<file path="src/rtl/core/mlrs_pkg.sv">
// ----------------------------------------------------------------------------
// mlrs_pkg
// Shared types, codes and tables for the mixer level register sequencer.
// ----------------------------------------------------------------------------
package mlrs_pkg;

  localparam int NUM_CTRL   = 8;
  localparam int CTRL_W     = 3;
  localparam int LVL_W      = 7;
  localparam int NUM_WRITES = 23;
  localparam int STEP_W     = 5;
  localparam int MASK_W     = 7;

  localparam logic [LVL_W-1:0]  LVL_MAX   = 7'd100;
  localparam logic [LVL_W-1:0]  LVL_DEF   = 7'd50;
  localparam logic [STEP_W-1:0] STEP_LAST = 5'(NUM_WRITES - 1);
  localparam logic [7:0]        TONE_BASE = 8'd78;

  localparam logic [1:0] KIND_SET     = 2'd0;
  localparam logic [1:0] KIND_RESTORE = 2'd1;

  localparam logic [CTRL_W-1:0] CTL_AUDIO  = 3'd0;
  localparam logic [CTRL_W-1:0] CTL_SYNTH  = 3'd1;
  localparam logic [CTRL_W-1:0] CTL_CD     = 3'd2;
  localparam logic [CTRL_W-1:0] CTL_LINE   = 3'd3;
  localparam logic [CTRL_W-1:0] CTL_MIC    = 3'd4;
  localparam logic [CTRL_W-1:0] CTL_SPK    = 3'd5;
  localparam logic [CTRL_W-1:0] CTL_TREBLE = 3'd6;
  localparam logic [CTRL_W-1:0] CTL_BASS   = 3'd7;

  localparam logic [2:0] SEL_FF       = 3'd0;
  localparam logic [2:0] SEL_ZERO     = 3'd1;
  localparam logic [2:0] SEL_VOL_L    = 3'd2;
  localparam logic [2:0] SEL_VOL_R    = 3'd3;
  localparam logic [2:0] SEL_TONE_L   = 3'd4;
  localparam logic [2:0] SEL_TONE_R   = 3'd5;
  localparam logic [2:0] SEL_MASK_OUT = 3'd6;
  localparam logic [2:0] SEL_MASK     = 3'd7;

  typedef struct packed {
    logic [LVL_W-1:0] l_in;
    logic [LVL_W-1:0] r_in;
    logic [LVL_W-1:0] l_out;
    logic [LVL_W-1:0] r_out;
  } lvl_word_t;

  typedef struct packed {
    logic [7:0]        addr;
    logic [2:0]        sel;
    logic [CTRL_W-1:0] ctl;
    logic              mask_en;
    logic [2:0]        mask_bit;
  } step_t;

  typedef struct packed {
    logic              start;
    logic              load;
    logic [STEP_W-1:0] step;
    logic              cap;
  } seq_ctrl_t;

  function automatic step_t step_info(input logic [STEP_W-1:0] s);
    step_t t;
    t = '{addr: 8'h30, sel: SEL_FF, ctl: CTL_AUDIO, mask_en: 1'b0, mask_bit: 3'd0};
    case (s)
      5'd0:  t.addr = 8'h30;
      5'd1:  t.addr = 8'h31;
      5'd2:  begin t.addr = 8'h3f; t.sel = SEL_ZERO; end
      5'd3:  begin t.addr = 8'h40; t.sel = SEL_ZERO; end
      5'd4:  begin t.addr = 8'h41; t.sel = SEL_ZERO; end
      5'd5:  begin t.addr = 8'h42; t.sel = SEL_ZERO; end
      5'd6:  t = '{8'h32, SEL_VOL_L, CTL_AUDIO, 1'b1, 3'd4};
      5'd7:  t = '{8'h33, SEL_VOL_R, CTL_AUDIO, 1'b1, 3'd3};
      5'd8:  t = '{8'h34, SEL_VOL_L, CTL_SYNTH, 1'b1, 3'd6};
      5'd9:  t = '{8'h35, SEL_VOL_R, CTL_SYNTH, 1'b1, 3'd5};
      5'd10: t = '{8'h36, SEL_VOL_L, CTL_CD, 1'b1, 3'd2};
      5'd11: t = '{8'h37, SEL_VOL_R, CTL_CD, 1'b1, 3'd1};
      5'd12: t = '{8'h38, SEL_VOL_L, CTL_LINE, 1'b0, 3'd0};
      5'd13: t = '{8'h39, SEL_VOL_R, CTL_LINE, 1'b0, 3'd0};
      5'd14: t = '{8'h3a, SEL_VOL_L, CTL_MIC, 1'b1, 3'd0};
      5'd15: t = '{8'h3b, SEL_VOL_L, CTL_SPK, 1'b0, 3'd0};
      5'd16: t = '{8'h44, SEL_TONE_L, CTL_TREBLE, 1'b0, 3'd0};
      5'd17: t = '{8'h45, SEL_TONE_R, CTL_TREBLE, 1'b0, 3'd0};
      5'd18: t = '{8'h46, SEL_TONE_L, CTL_BASS, 1'b0, 3'd0};
      5'd19: t = '{8'h47, SEL_TONE_R, CTL_BASS, 1'b0, 3'd0};
      5'd20: begin t.addr = 8'h3c; t.sel = SEL_MASK_OUT; end
      5'd21: begin t.addr = 8'h3d; t.sel = SEL_MASK; end
      5'd22: begin t.addr = 8'h3e; t.sel = SEL_MASK; end
      default: t.sel = SEL_ZERO;
    endcase
    return t;
  endfunction

  function automatic lvl_word_t default_word(input logic [CTRL_W-1:0] c);
    logic [LVL_W-1:0] d;
    d = (c == CTL_AUDIO || c == CTL_TREBLE || c == CTL_BASS) ? LVL_DEF : '0;
    return '{l_in: d, r_in: d, l_out: d, r_out: d};
  endfunction

  // v*255/100 for v in 0..100 as (v*51)/20, the divide by 20 as (x*3277) >> 16
  function automatic logic [7:0] scale_vol(input logic [LVL_W-1:0] v);
    logic [12:0] p;
    logic [23:0] q;
    p = 13'(v) * 13'd51;
    q = 24'(p) * 24'd3277;
    return q[23:16];
  endfunction

endpackage

</file>
<file path="src/rtl/core/mlrs_level_ram.sv">
// ----------------------------------------------------------------------------
// mlrs_level_ram
// Level store: one word per control with all four tables, registered read,
// write forwarding and per-entry valid bits that fall back to defaults.
// ----------------------------------------------------------------------------
module mlrs_level_ram
  import mlrs_pkg::*;
(
  input  logic              clk,
  input  logic              rst_n,
  input  logic [CTRL_W-1:0] rd_addr,
  input  logic              wr_en,
  input  logic [CTRL_W-1:0] wr_addr,
  input  lvl_word_t         wr_data,
  input  logic              clr,
  output lvl_word_t         rd_word
);

  lvl_word_t         mem_r [NUM_CTRL];
  lvl_word_t         rdata_r;
  logic [CTRL_W-1:0] raddr_r;
  logic [NUM_CTRL-1:0] vld_r;
  logic              rvld_r;
  logic              fwd;

  assign fwd = wr_en && (wr_addr == rd_addr);

  always_ff @(posedge clk) begin
    if (wr_en) begin
      mem_r[wr_addr] <= wr_data;
    end
    rdata_r <= fwd ? wr_data : mem_r[rd_addr];
    raddr_r <= rd_addr;
  end

  always_ff @(posedge clk) begin
    if (!rst_n) begin
      vld_r  <= '0;
      rvld_r <= 1'b0;
    end else begin
      if (clr) begin
        vld_r <= '0;
      end else if (wr_en) begin
        vld_r[wr_addr] <= 1'b1;
      end
      rvld_r <= fwd ? 1'b1 : (clr ? 1'b0 : vld_r[rd_addr]);
    end
  end

  assign rd_word = rvld_r ? rdata_r : default_word(raddr_r);

endmodule

</file>
<file path="src/rtl/core/mlrs_write_gen.sv">
// ----------------------------------------------------------------------------
// mlrs_write_gen
// Builds the address and data of each mixer write from the step table and
// the level word; gathers the source mask along the volume steps.
// ----------------------------------------------------------------------------
module mlrs_write_gen
  import mlrs_pkg::*;
(
  input  logic       clk,
  input  logic       rst_n,
  input  seq_ctrl_t  ctrl,
  input  lvl_word_t  word,
  output logic [7:0] wr_addr,
  output logic [7:0] wr_data,
  output logic       wr_last
);

  step_t             info;
  logic [LVL_W-1:0]  lt;
  logic [LVL_W-1:0]  rt;
  logic [LVL_W-1:0]  lvl;
  logic [MASK_W-1:0] src_r;
  logic [MASK_W-1:0] src_nxt;

  assign info = step_info(ctrl.step);
  assign lt   = ctrl.cap ? word.l_in : word.l_out;
  assign rt   = ctrl.cap ? word.r_in : word.r_out;
  assign lvl  = (info.sel == SEL_VOL_R) ? rt : lt;

  always_comb begin
    src_nxt = src_r;
    if (ctrl.start) begin
      src_nxt = '0;
    end else if (ctrl.load && info.mask_en && (lvl != '0)) begin
      src_nxt[info.mask_bit] = 1'b1;
    end
  end

  always_ff @(posedge clk) begin
    if (!rst_n) begin
      src_r <= '0;
    end else begin
      src_r <= src_nxt;
    end
  end

  always_comb begin
    case (info.sel)
      SEL_FF:       wr_data = 8'hff;
      SEL_ZERO:     wr_data = 8'h00;
      SEL_VOL_L:    wr_data = scale_vol(lt);
      SEL_VOL_R:    wr_data = scale_vol(rt);
      SEL_TONE_L:   wr_data = TONE_BASE + 8'(lt);
      SEL_TONE_R:   wr_data = TONE_BASE + 8'(rt);
      SEL_MASK_OUT: wr_data = ctrl.cap ? 8'h00 : {1'b0, src_r};
      SEL_MASK:     wr_data = {1'b0, src_r};
      default:      wr_data = 8'h00;
    endcase
  end

  assign wr_addr = info.addr;
  assign wr_last = (ctrl.step == STEP_LAST);

endmodule

</file>
<file path="src/rtl/core/mixer_level_register_sequencer_unit.sv">
// ----------------------------------------------------------------------------
// mixer_level_register_sequencer_unit
// Keeps input and output left/right levels for eight mixer controls and
// emits the 23-word mixer programming sequence for every input word.
//
// Input channel (in_*): one command word: set a level, restore defaults, or
// reissue only. Accepted only while no sequence is running.
// Output channel (out_*): 23 words of register address and data, out_last
// on the final one, one word per cycle while the receiver takes them.
// Config (cfg_*): capture_mode, written at any edge with cfg_wr_en high.
// For a set, the level word is first read, updated and written back in ST_UPD;
// every command then loads its writes in turn into the output register in ST_EMIT.
// A new command is taken only once the last write has been loaded; the level
// store has a single read port and the 23 writes are made one at a time.
// Reset: levels return to defaults (50 for audio, treble, bass, else 0),
// capture_mode clears, the output register empties.
// A stalled receiver holds the output word; the sequence waits in place.
// ----------------------------------------------------------------------------
module mixer_level_register_sequencer_unit
  import mlrs_pkg::*;
(
  input  logic        clk,
  input  logic        rst_n,
  input  logic        cfg_wr_en,
  input  logic        cfg_wr_data,
  input  logic        in_valid,
  output logic        in_ready,
  input  logic [1:0]  in_kind,
  input  logic [2:0]  in_control,
  input  logic        in_to_left,
  input  logic        in_to_right,
  input  logic        in_to_input,
  input  logic        in_to_output,
  input  logic [15:0] in_level,
  output logic        out_valid,
  input  logic        out_ready,
  output logic [7:0]  out_mixer_address,
  output logic [7:0]  out_mixer_data,
  output logic        out_last
);

  localparam logic [1:0] ST_IDLE = 2'd0;
  localparam logic [1:0] ST_UPD  = 2'd1;
  localparam logic [1:0] ST_EMIT = 2'd2;

  logic [1:0]        state_r, state_nxt;
  logic [STEP_W-1:0] step_r, step_nxt;
  logic              cap_r;
  logic [CTRL_W-1:0] ctl_r;
  logic              l_r, r_r, ti_r, to_r;
  logic [LVL_W-1:0]  lvl_r;
  logic              out_valid_r;
  logic [7:0]        out_addr_r, out_data_r;
  logic              out_last_r;

  logic              accept, load;
  logic [CTRL_W-1:0] rd_addr;
  lvl_word_t         rd_word, wr_word;
  seq_ctrl_t         ctrl;
  logic [7:0]        g_addr, g_data;
  logic              g_last;
  step_t             nxt_info;

  assign in_ready = (state_r == ST_IDLE);
  assign accept   = in_valid && in_ready;
  assign load     = (state_r == ST_EMIT) && (!out_valid_r || out_ready);

  always_comb begin
    state_nxt = state_r;
    step_nxt  = step_r;
    case (state_r)
      ST_IDLE: begin
        if (accept) begin
          state_nxt = (in_kind == KIND_SET) ? ST_UPD : ST_EMIT;
          step_nxt  = '0;
        end
      end
      ST_UPD: state_nxt = ST_EMIT;
      ST_EMIT: begin
        if (load) begin
          if (step_r == STEP_LAST) begin
            state_nxt = ST_IDLE;
            step_nxt  = '0;
          end else begin
            step_nxt = step_r + 1'b1;
          end
        end
      end
      default: state_nxt = ST_IDLE;
    endcase
  end

  assign nxt_info = step_info(step_nxt);
  assign rd_addr  = (state_r == ST_IDLE) ? in_control : nxt_info.ctl;

  always_comb begin
    wr_word = rd_word;
    if (l_r && to_r) wr_word.l_out = lvl_r;
    if (l_r && ti_r) wr_word.l_in  = lvl_r;
    if (r_r && to_r) wr_word.r_out = lvl_r;
    if (r_r && ti_r) wr_word.r_in  = lvl_r;
  end

  always_ff @(posedge clk) begin
    if (!rst_n) begin
      state_r     <= ST_IDLE;
      step_r      <= '0;
      cap_r       <= 1'b0;
      out_valid_r <= 1'b0;
    end else begin
      state_r <= state_nxt;
      step_r  <= step_nxt;
      if (cfg_wr_en) begin
        cap_r <= cfg_wr_data;
      end
      if (load) begin
        out_valid_r <= 1'b1;
      end else if (out_ready) begin
        out_valid_r <= 1'b0;
      end
    end
  end

  always_ff @(posedge clk) begin
    if (accept) begin
      ctl_r <= in_control;
      l_r   <= in_to_left;
      r_r   <= in_to_right;
      ti_r  <= in_to_input;
      to_r  <= in_to_output;
      lvl_r <= (in_level > 16'(LVL_MAX)) ? LVL_MAX : in_level[LVL_W-1:0];
    end
    if (load) begin
      out_addr_r <= g_addr;
      out_data_r <= g_data;
      out_last_r <= g_last;
    end
  end

  mlrs_level_ram u_ram (
    .clk     (clk),
    .rst_n   (rst_n),
    .rd_addr (rd_addr),
    .wr_en   (state_r == ST_UPD),
    .wr_addr (ctl_r),
    .wr_data (wr_word),
    .clr     (accept && (in_kind == KIND_RESTORE)),
    .rd_word (rd_word)
  );

  assign ctrl = '{start: accept, load: load, step: step_r, cap: cap_r};

  mlrs_write_gen u_gen (
    .clk     (clk),
    .rst_n   (rst_n),
    .ctrl    (ctrl),
    .word    (rd_word),
    .wr_addr (g_addr),
    .wr_data (g_data),
    .wr_last (g_last)
  );

  assign out_valid         = out_valid_r;
  assign out_mixer_address = out_addr_r;
  assign out_mixer_data    = out_data_r;
  assign out_last          = out_last_r;

endmodule

</file>
<file path="config.mk">
export PLATFORM = sky130hd
export DESIGN_NAME = mixer_level_register_sequencer_unit
export DESIGN_NICKNAME = d
export VERILOG_FILES = /design/src/rtl/core/mlrs_pkg.sv /design/src/rtl/core/mlrs_level_ram.sv /design/src/rtl/core/mlrs_write_gen.sv /design/src/rtl/core/mixer_level_register_sequencer_unit.sv
export SDC_FILE = /design/constraint.sdc
export NUM_CORES = 1
export LEC_CHECK = 0
export BUFFER_PORTS_ARGS = -buffer_cell sky130_fd_sc_hd__buf_2
export CAP_MARGIN = 20
export CORE_ASPECT_RATIO = 1.4
export CORE_MARGIN = 1
export CORE_UTILIZATION = 61
export CTS_CLUSTER_DIAMETER = 120
export DETAILED_ROUTE_END_ITERATION = 6
export HOLD_SLACK_MARGIN = 0.08
export PLACE_DENSITY = 0.84
export SYNTH_ARGS = -nofsm -noshare
export SYNTH_HDL_FRONTEND = slang
export SYNTH_SLANG_ARGS = --single-unit
</file>
<file path="constraint.sdc">
create_clock -name clk -period 16.1 [get_ports clk]
set_input_delay 0 -clock clk [delete_from_list [all_inputs] [get_ports clk]]
set_output_delay 0 -clock clk [all_outputs]
set_load 0.01 [all_outputs]
</file>
==> flow_summary.toml, run 1 <==
[cts]
cts_tree = "built"
cts_sinks = 281
ctsLongestPathBuffers = 3
worst_skew_pair.late_latency_ps = 530
cts_htree_levels = 1
cts_root_buf = "clkbuf_16"
cts.clk_slew.worst_paths_ps = 60
cts_buffers = 26

[route]
viasPerCell = 6.15
wirelength_mm = 42.0
wire_per_inst_um = 20.8
drt-pass1-iter-count = 7
num_vias = 12500
ant_nets = 0
drt_iter0_markers = 985
drc = 9

[floorplanning]
die_area_um2 = 32300
core-area_um2 = 30900
dieWidth_um = 152
io-pin-count = 50
die_h_um = 212
rows = 76
start_util_pct = 62.3

[logic_synthesis]
async_reset_ff_share_pct = 0
yosysTopAreaCell = "edfxtp_1"
syn_nets = 1899
synth_ff_type = "edfxtp_1"
synth_edf_count = 253
syn_avg_cell_area_um2 = 12.5
synthTopCellsByCount = "edfxtp_1, inv_1, ha_1"
ys_warn_count = 0
yosysSeqAreaShare_pct = 42.4
yosysMostFrequentCell = "edfxtp_1"
synth.distinct_cells = 82
synthCells = 1540
ys_ff_latch = 281
synth_area_leaders = "edfxtp_1, ha_1, fa_1"
synth_top_area_share_pct = 39.5
synthesis.area_um2 = 19200

[sta]
fin_crit_sh_pct = 66.6
slew-limit-headroom_pct = 26.8
rsz0062_at_grt = "no"
setup_viol = 0
max_freq_ghz = 0.0933
finalMaxSlewViolations = 0
setup_tns_ps = 0
hold_viol = 0
skew_ps = 11.0
final.min_clock_period_ps = 10720
worst_pin_slew_ps = 1090

[layout]
fin_area_um2 = 21000
n_antenna_cell = 0
final_nets = 1973
final_cells = 2024
area_growth_pct = 9.14
drive_gt1_share_pct = 13.2

[worst_setup_path]
endpoint_kind = "flop"
cp.required_ps = 16380
cp_top_family = "adder cells"
crit_type = "reg -> reg"
worstPathArrival_ps = 11000
cpMaxStageDelayCell = "buf_4"
slowest_delay_ps = 700
startpoint_type = "flop"
crit_path_max_fanout = 39
worstPathBufferInverterCount = 8
crit_top_cell = "inv_1"

[placement]
dpl.cell_count = 1946
place_hpwl_mm = 29.2
place_area_um2 = 19900
gp_congestion = 0.900
portBuffers = 48

[run_status]
status = "finished with violations"
violations = "DRC"

[global_routing]
grt_max_degree = 48
gr-total-overflow = 0
grt_antenna_before_repair = 0
grt_pass1_wl_mm = 67.7
grt_pass1_vias = 13400
grt_use_total_pct = 26.9

[run]
drv_cap = 0

[worst_hold_path]
hold_path_class = "in -> reg"
## cell families after synthesis
| kind of cell | Yosys count | share of synthesized area [%] |
|---|---|---|
| AND/OR/NAND/NOR | 242 | 6.31 |
| XOR/XNOR | 49 | 2.23 |
| multiplexers | 97 | 9.00 |
| AO/OA/AOI/OAI | 246 | 8.97 |
| buffers and inverters | 296 | 6.08 |
| adder cells (fa/ha/maj) | 328 | 25.0 |
| other | 1 | 0.0195 |
| flip-flops | 281 | 42.4 |
## worst min-delay path, stage by stage
cell and delay, ps:
buf_2 70, nor2_1 40, nand3_1 110, a31oi_1 100, and2_1 190
## registers in the layout (all words and copies together), names as in the netlist, 5 cells and up
| signal | count |
|---|---|
| lvl_r | 7 |
| u_ram.mem_r | 224 |
| u_ram.vld_r | 8 |
| out_mixer_address | 6 |
| out_mixer_data | 8 |
| step_r | 5 |
| u_gen.src_r | 7 |
## layout make-up
type | instances | area (um2)
multi-input cells | 963 | 9960
flip-flops and latches | 281 | 8160
fillers | 2099 | 9900
clock buffers | 34 | 702
clock inverters | 14 | 97.6
well taps | 390 | 488
inverters | 251 | 942
repair buffers | 91 | 648
## final timing paths
kind                                                  start                           to  slack, ps  cells past startpoint
worst min-delay path                            in_level[7]       lvl_r[3]$_SDFFCE_PN0P_        140                      5
worst max-delay path               u_ram.raddr_r[0]$_DFF_P_  out_mixer_data[6]$_DFFE_PP_       5380                     33
worst max register to register     u_ram.raddr_r[0]$_DFF_P_  out_mixer_data[6]$_DFFE_PP_       5380                     33
worst min register to register  u_ram.vld_r[0]$_SDFFE_PP0P_  u_ram.vld_r[0]$_SDFFE_PP0P_        460                      1
## metrics by stage
step	util, %	setup WS, ps	hold WS (ps)
after floorplan	-	6940	78.1
final	68.0	5380	145
after detailed placement	64.4	5310	179
after global routing	68.0	4670	167
after CTS	67.9	5250	123
after global placement	64.4	5600	177
## cell usage in the layout (no fill, tap or decap), types with 27 or more instances in the layout
cell type / netlist / layout
edfxtp_1: 253 / 253
inv_1: 246 / 246
ha_1: 234 / 234
fa_1: 94 / 94
nand2_1: 84 / 84
mux4_2: 58 / 58
a21oi_1: 57 / 57
o21ai_0: 56 / 56
buf_2: 8 / 48
nor2_1: 39 / 33
xnor2_1: 32 / 32
dlygate4sd3_1: 0 / 29
clkbuf_16: 0 / 27
## routing by layer
| metal | routed length, um | global-route usage (%) | share of wire, % | up-vias |
|---|---|---|---|---|
| met5 | 0 | 0 | 0 | - |
| met4 | 1530 | 11.3 | 3.6 | 0 |
| met1 | 15500 | 30.4 | 37 | 6179 |
| met2 | 22700 | 51.5 | 54 | 481 |
| li1 | - | - | - | 5673 |
| met3 | 2290 | 2.81 | 5.5 | 124 |
## timing repair
item,CTS,global route
endpoints found under the hold margin,34,0
hold buffers,29,0
resized for setup,0,0
setup buffers,0,0
endpoints found under the setup margin,0,0
Power of run 1 is not shown: default switching activity piles up to over one toggle a cycle in this logic, so the estimate is an artifact.
==> run 2: changes to the inputs <==
==> constraint.sdc (replaced) <==
create_clock -name clk -period 11.1 [get_ports clk]
set_input_delay 0 -clock clk [delete_from_list [all_inputs] [get_ports clk]]
set_output_delay 0 -clock clk [all_outputs]
set_load 0.01 [all_outputs]
==> run 2 against run 1 <==
The flow still finishes with violations (DRC); first-iteration DRC count fell by 16%; utilization rose by 0.18 points; flip-flop and latch count did not move; worst hold slack improved by 14 ps; critical endpoint unchanged; die area did not move; register-to-register slack got worse by 4500 ps; cell area rose by 0.27%; maximum frequency rose by 5.1%; critical path depth fell by 1; routed wire length fell by 1.1%; sequential share of layout area fell by 0.10 points.
==> flow_summary.toml, run 2 (synthesized netlist as in run 1, its figures left out) <==
[run_status]
status = "finished with violations"
violations = "DRC"

[worst_setup_path]
crit_type = "reg -> reg"
cpMaxStageDelayCell = "a21oi_2"
crit_path_max_fanout = 26
endpoint_kind = "flop"
startpoint_type = "flop"
slowest_delay_ps = 700
worstPathArrival_ps = 10470
cp.required_ps = 11370
crit_top_cell = "ha_1"

[route]
viasPerCell = 6.14
num_vias = 12500
drt-pass1-iter-count = 7
wire_per_inst_um = 20.4
drt_iter0_markers = 827
wirelength_mm = 41.6
ant_nets = 0
drc = 8

[cts]
cts_root_buf = "clkbuf_16"
cts_resized = 0
ctsLongestPathBuffers = 3
cts_htree_levels = 1
cts.clk_slew.worst_paths_ps = 70
worst_skew_pair.late_latency_ps = 570
cts_tree = "built"
cts_buffers = 26
cts_sinks = 281

[layout]
n_antenna_cell = 0
drive_gt1_share_pct = 13.8
area_growth_pct = 9.44
layout_commonest_cell = "edfxtp_1"
fillers = 2066
top_register = "u_ram.mem_r"
largest_register_ffs = 224
final_nets = 1983
layout_common_cells = "edfxtp_1, inv_1, ha_1"

[global_routing]
grt_max_degree = 50
grt_pass1_wl_mm = 66.8
grt_use_total_pct = 26.7
grt_antenna_before_repair = 0
gr-total-overflow = 0
grt_pass1_vias = 13100

[floorplanning]
die_area_um2 = 32300
io-pin-count = 50
rows = 76
start_util_pct = 62.3
die_h_um = 212
dieWidth_um = 152
core-area_um2 = 30900

[sta]
setup_viol = 0
worst_pin_slew_ps = 1110
setup_tns_ps = 0
skew_ps = 40.4
fin_crit_sh_pct = 91.9
rsz0062_at_grt = "no"
slew-limit-headroom_pct = 26.1
finalMaxSlewViolations = 0
max_freq_ghz = 0.0981
final.min_clock_period_ps = 10200
hold_viol = 0

[placement]
portBuffers = 48
place_hpwl_mm = 29.8
gp_congestion = 0.911

[run]
drv_cap = 0

[worst_hold_path]
hold_path_class = "in -> reg"
==> run 2: cell types whose count changed in the layout (fill, tap and decap cells not counted), sizes merged <==
cell / change
bufinv: -1
clkbuf: -1
clkinvlp: +1
buf: +10
inv: +2
clkinv: -3
==> run 2: path summary, 6_finish.rpt <==
kind,startpoint,to,slack [ps],cells past startpoint
setup / recovery,u_ram.raddr_r[0]$_DFF_P_,out_mixer_data[6]$_DFFE_PP_,900,32
hold / removal,in_level[8],lvl_r[4]$_SDFFCE_PN0P_,160,5
hold reg to reg,u_gen.src_r[2]$_SDFFE_PP0P_,u_gen.src_r[2]$_SDFFE_PP0P_,470,2
setup reg to reg,u_ram.raddr_r[0]$_DFF_P_,out_mixer_data[6]$_DFFE_PP_,900,32
==> run 2: routing by layer <==
metal | share of wire [%] | up-vias | track usage [%]
li1 | - | 5711 | -
met1 | 36 | 6152 | 29.6
met2 | 55 | 509 | 51.6
met3 | 5.2 | 110 | 2.59
met4 | 3.5 | 0 | 11.6
met5 | 0 | - | 0
==> run 2: area by class of cell <==
cell class              instances  area, um2  share of cell area, %
clock buffers                  33        677                   3.21
multi-input cells             963       9960                   47.3
well taps                     390        488                   2.32
flip-flops and latches        281       8160                   38.8
inverters                     251        942                   4.47
repair buffers                101        739                   3.51
clock inverters                13       87.6                  0.416
==> run 2: through the flow <==
| stage | hold slack (ps) | utilization, % | cells | setup WS, ps | cell area [um2] |
|---|---|---|---|---|---|
| after global placement | 178 | 64.6 | 1954 | 978 | 20000 |
| after floorplan | 78.1 | - | 1540 | 1940 | 19200 |
| after detailed placement | 178 | 64.6 | 1955 | 674 | 20000 |
| after CTS | 88.7 | 68.0 | 2030 | 622 | 21000 |
| after global routing | 184 | 68.1 | 2032 | 161 | 21100 |
| final | 159 | 68.1 | 2032 | 903 | 21100 |
==> run 2: repair_timing <==
action,CTS,global route
buffers inserted,0,1
hold endpoints to repair,35,0
hold buffers,29,0
setup endpoints to repair,0,1
==> run 2: critical path, delay by kind of cell, from the launching register on <==
family | cells | cell delay, ps
xor gates and xnor gates | 2 | 430
AOI/OAI and AO/OA | 12 | 3510
DFF | 1 | 510
adders and majority gates | 10 | 3990
buffers and inverters | 5 | 600
and+or+nand+nor | 3 | 840
Power of run 2 is left out for the same reason.
==> run 3: changes to the inputs <==
--- a/config.mk
+++ b/config.mk
@@ -10,10 +10,10 @@
 export CORE_ASPECT_RATIO = 1.4
 export CORE_MARGIN = 1
 export CORE_UTILIZATION = 61
-export CTS_CLUSTER_DIAMETER = 120
+export CTS_BUF_LIST = sky130_fd_sc_hd__clkbuf_16
 export DETAILED_ROUTE_END_ITERATION = 6
 export HOLD_SLACK_MARGIN = 0.08
-export PLACE_DENSITY = 0.84
+export PLACE_DENSITY_LB_ADDON = 0.1
 export SYNTH_ARGS = -nofsm -noshare
 export SYNTH_HDL_FRONTEND = slang
 export SYNTH_SLANG_ARGS = --single-unit
==> run 3 against run 2 <==
The run still ends with DRC left; count of clock-buffer cells in the layout down 6; largest cell class unchanged; highest routed layer unchanged; critical endpoint unchanged; first-iteration DRC count down 16%; die area unchanged; maximum frequency down 1.1%.
==> flow_summary.toml, run 3 (synthesized netlist as in run 1, its figures left out) <==
[cts]
worst_skew_pair.late_latency_ps = 570
cts.clk_slew.worst_paths_ps = 80
ctsLongestPathBuffers = 3
cts_htree_levels = 1
cts_sinks = 281
cts_root_buf = "clkbuf_16"
cts_buffers = 27
cts_tree = "built"

[route]
drt_iter0_markers = 695
viasPerCell = 6.00
num_vias = 12200
drt-pass1-iter-count = 7
wire_per_inst_um = 20.4
drc = 3
wirelength_mm = 41.7
ant_nets = 0

[global_routing]
gr-total-overflow = 0
grt_pass1_wl_mm = 66.8
grt_max_degree = 30
grt_antenna_before_repair = 0
grt_pass1_vias = 13000
grt_use_total_pct = 26.9

[floorplanning]
rows = 76
die_area_um2 = 32300
start_util_pct = 62.3
die_h_um = 212
core-area_um2 = 30900
dieWidth_um = 152
io-pin-count = 50

[sta]
setup_tns_ps = 0
skew_ps = 42.9
holdWs_ps = 157
max_freq_ghz = 0.0970
fin_crit_sh_pct = 92.8
slew-limit-headroom_pct = 25.8
rsz0062_at_grt = "no"
final.min_clock_period_ps = 10310
hold_viol = 0
finalMaxSlewViolations = 0
setup_viol = 0
worst_pin_slew_ps = 1110

[layout]
layout_common_cells = "edfxtp_1, inv_1, ha_1"
utilization_pct = 68.9
drive_gt1_share_pct = 14.1
layout_commonest_cell = "edfxtp_1"
top_register = "u_ram.mem_r"
area_growth_pct = 10.6
final_nets = 1989
largest_register_ffs = 224
n_antenna_cell = 0
fin_area_um2 = 21300

[worst_setup_path]
crit_top_cell = "inv_1"
cp.required_ps = 11420
r2r_slack_ps = 790
crit_path_max_fanout = 21
cpMaxStageDelayCell = "a221oi_1"
endpoint_kind = "flop"
crit_type = "reg -> reg"
worstPathArrival_ps = 10620
startpoint_type = "flop"
slowest_delay_ps = 710

[worst_hold_path]
hold_path_class = "in -> reg"

[run_status]
violations = "DRC"
status = "finished with violations"

[placement]
gp_congestion = 0.890
place_area_um2 = 20000
place_hpwl_mm = 30.4
portBuffers = 48

[run]
drv_cap = 0
==> run 3: stage by stage <==
stage / setup WS [ps] / std cells
final: 794 / 2039
after global routing: 176 / 2039
after CTS: 742 / 2036
after detailed placement: 772 / 1957
after global placement: 823 / 1956
after floorplan: 1940 / 1540
==> run 3: timing repair <==
| item | 4_1_cts | 5_1_grt |
|---|---|---|
| gates resized for setup | 0 | 0 |
| buffers inserted | 0 | 0 |
| hold endpoints to repair | 34 | 0 |
| hold buffers | 31 | 0 |
==> run 3: layout make-up <==
class | count | area (um2)
inverters | 251 | 942
multi-input cells | 963 | 9970
clock inverters | 21 | 240
flip-flops and latches | 281 | 8160
fillers | 2204 | 9620
clock buffers | 27 | 676
well taps | 390 | 488
repair buffers | 106 | 811
==> run 3: final timing paths <==
path | depth (start not counted) | to | startpoint
min reg2reg | 1 | u_ram.vld_r[3]$_SDFFE_PP0P_ | u_ram.vld_r[3]$_SDFFE_PP0P_
max reg2reg | 32 | out_mixer_data[6]$_DFFE_PP_ | u_ram.raddr_r[0]$_DFF_P_
max | 32 | out_mixer_data[6]$_DFFE_PP_ | u_ram.raddr_r[0]$_DFF_P_
min | 2 | l_r$_DFFE_PP_ | in_to_left
==> run 3: critical path: cells and delay by family, from the launching register on <==
family	cells	cell delay [ps]
adders and majority gates	10	4010
AOI/OAI and AO/OA	10	3230
muxes	2	860
DFF	1	630
xor gates and xnor gates	2	630
buffers and inverters	7	560
and+or+nand+nor	1	160
==> run 3: layer usage <==
layer / up-vias / track usage, % / part of all wire [%]
met4: 0 / 10.6 / 3.2
met2: 301 / 52.1 / 54
met1: 6127 / 30.3 / 39
met5: - / 0 / 0
met3: 85 / 2.67 / 3.6
li1: 5717 / - / -
Power of run 3 is left out for the same reason.
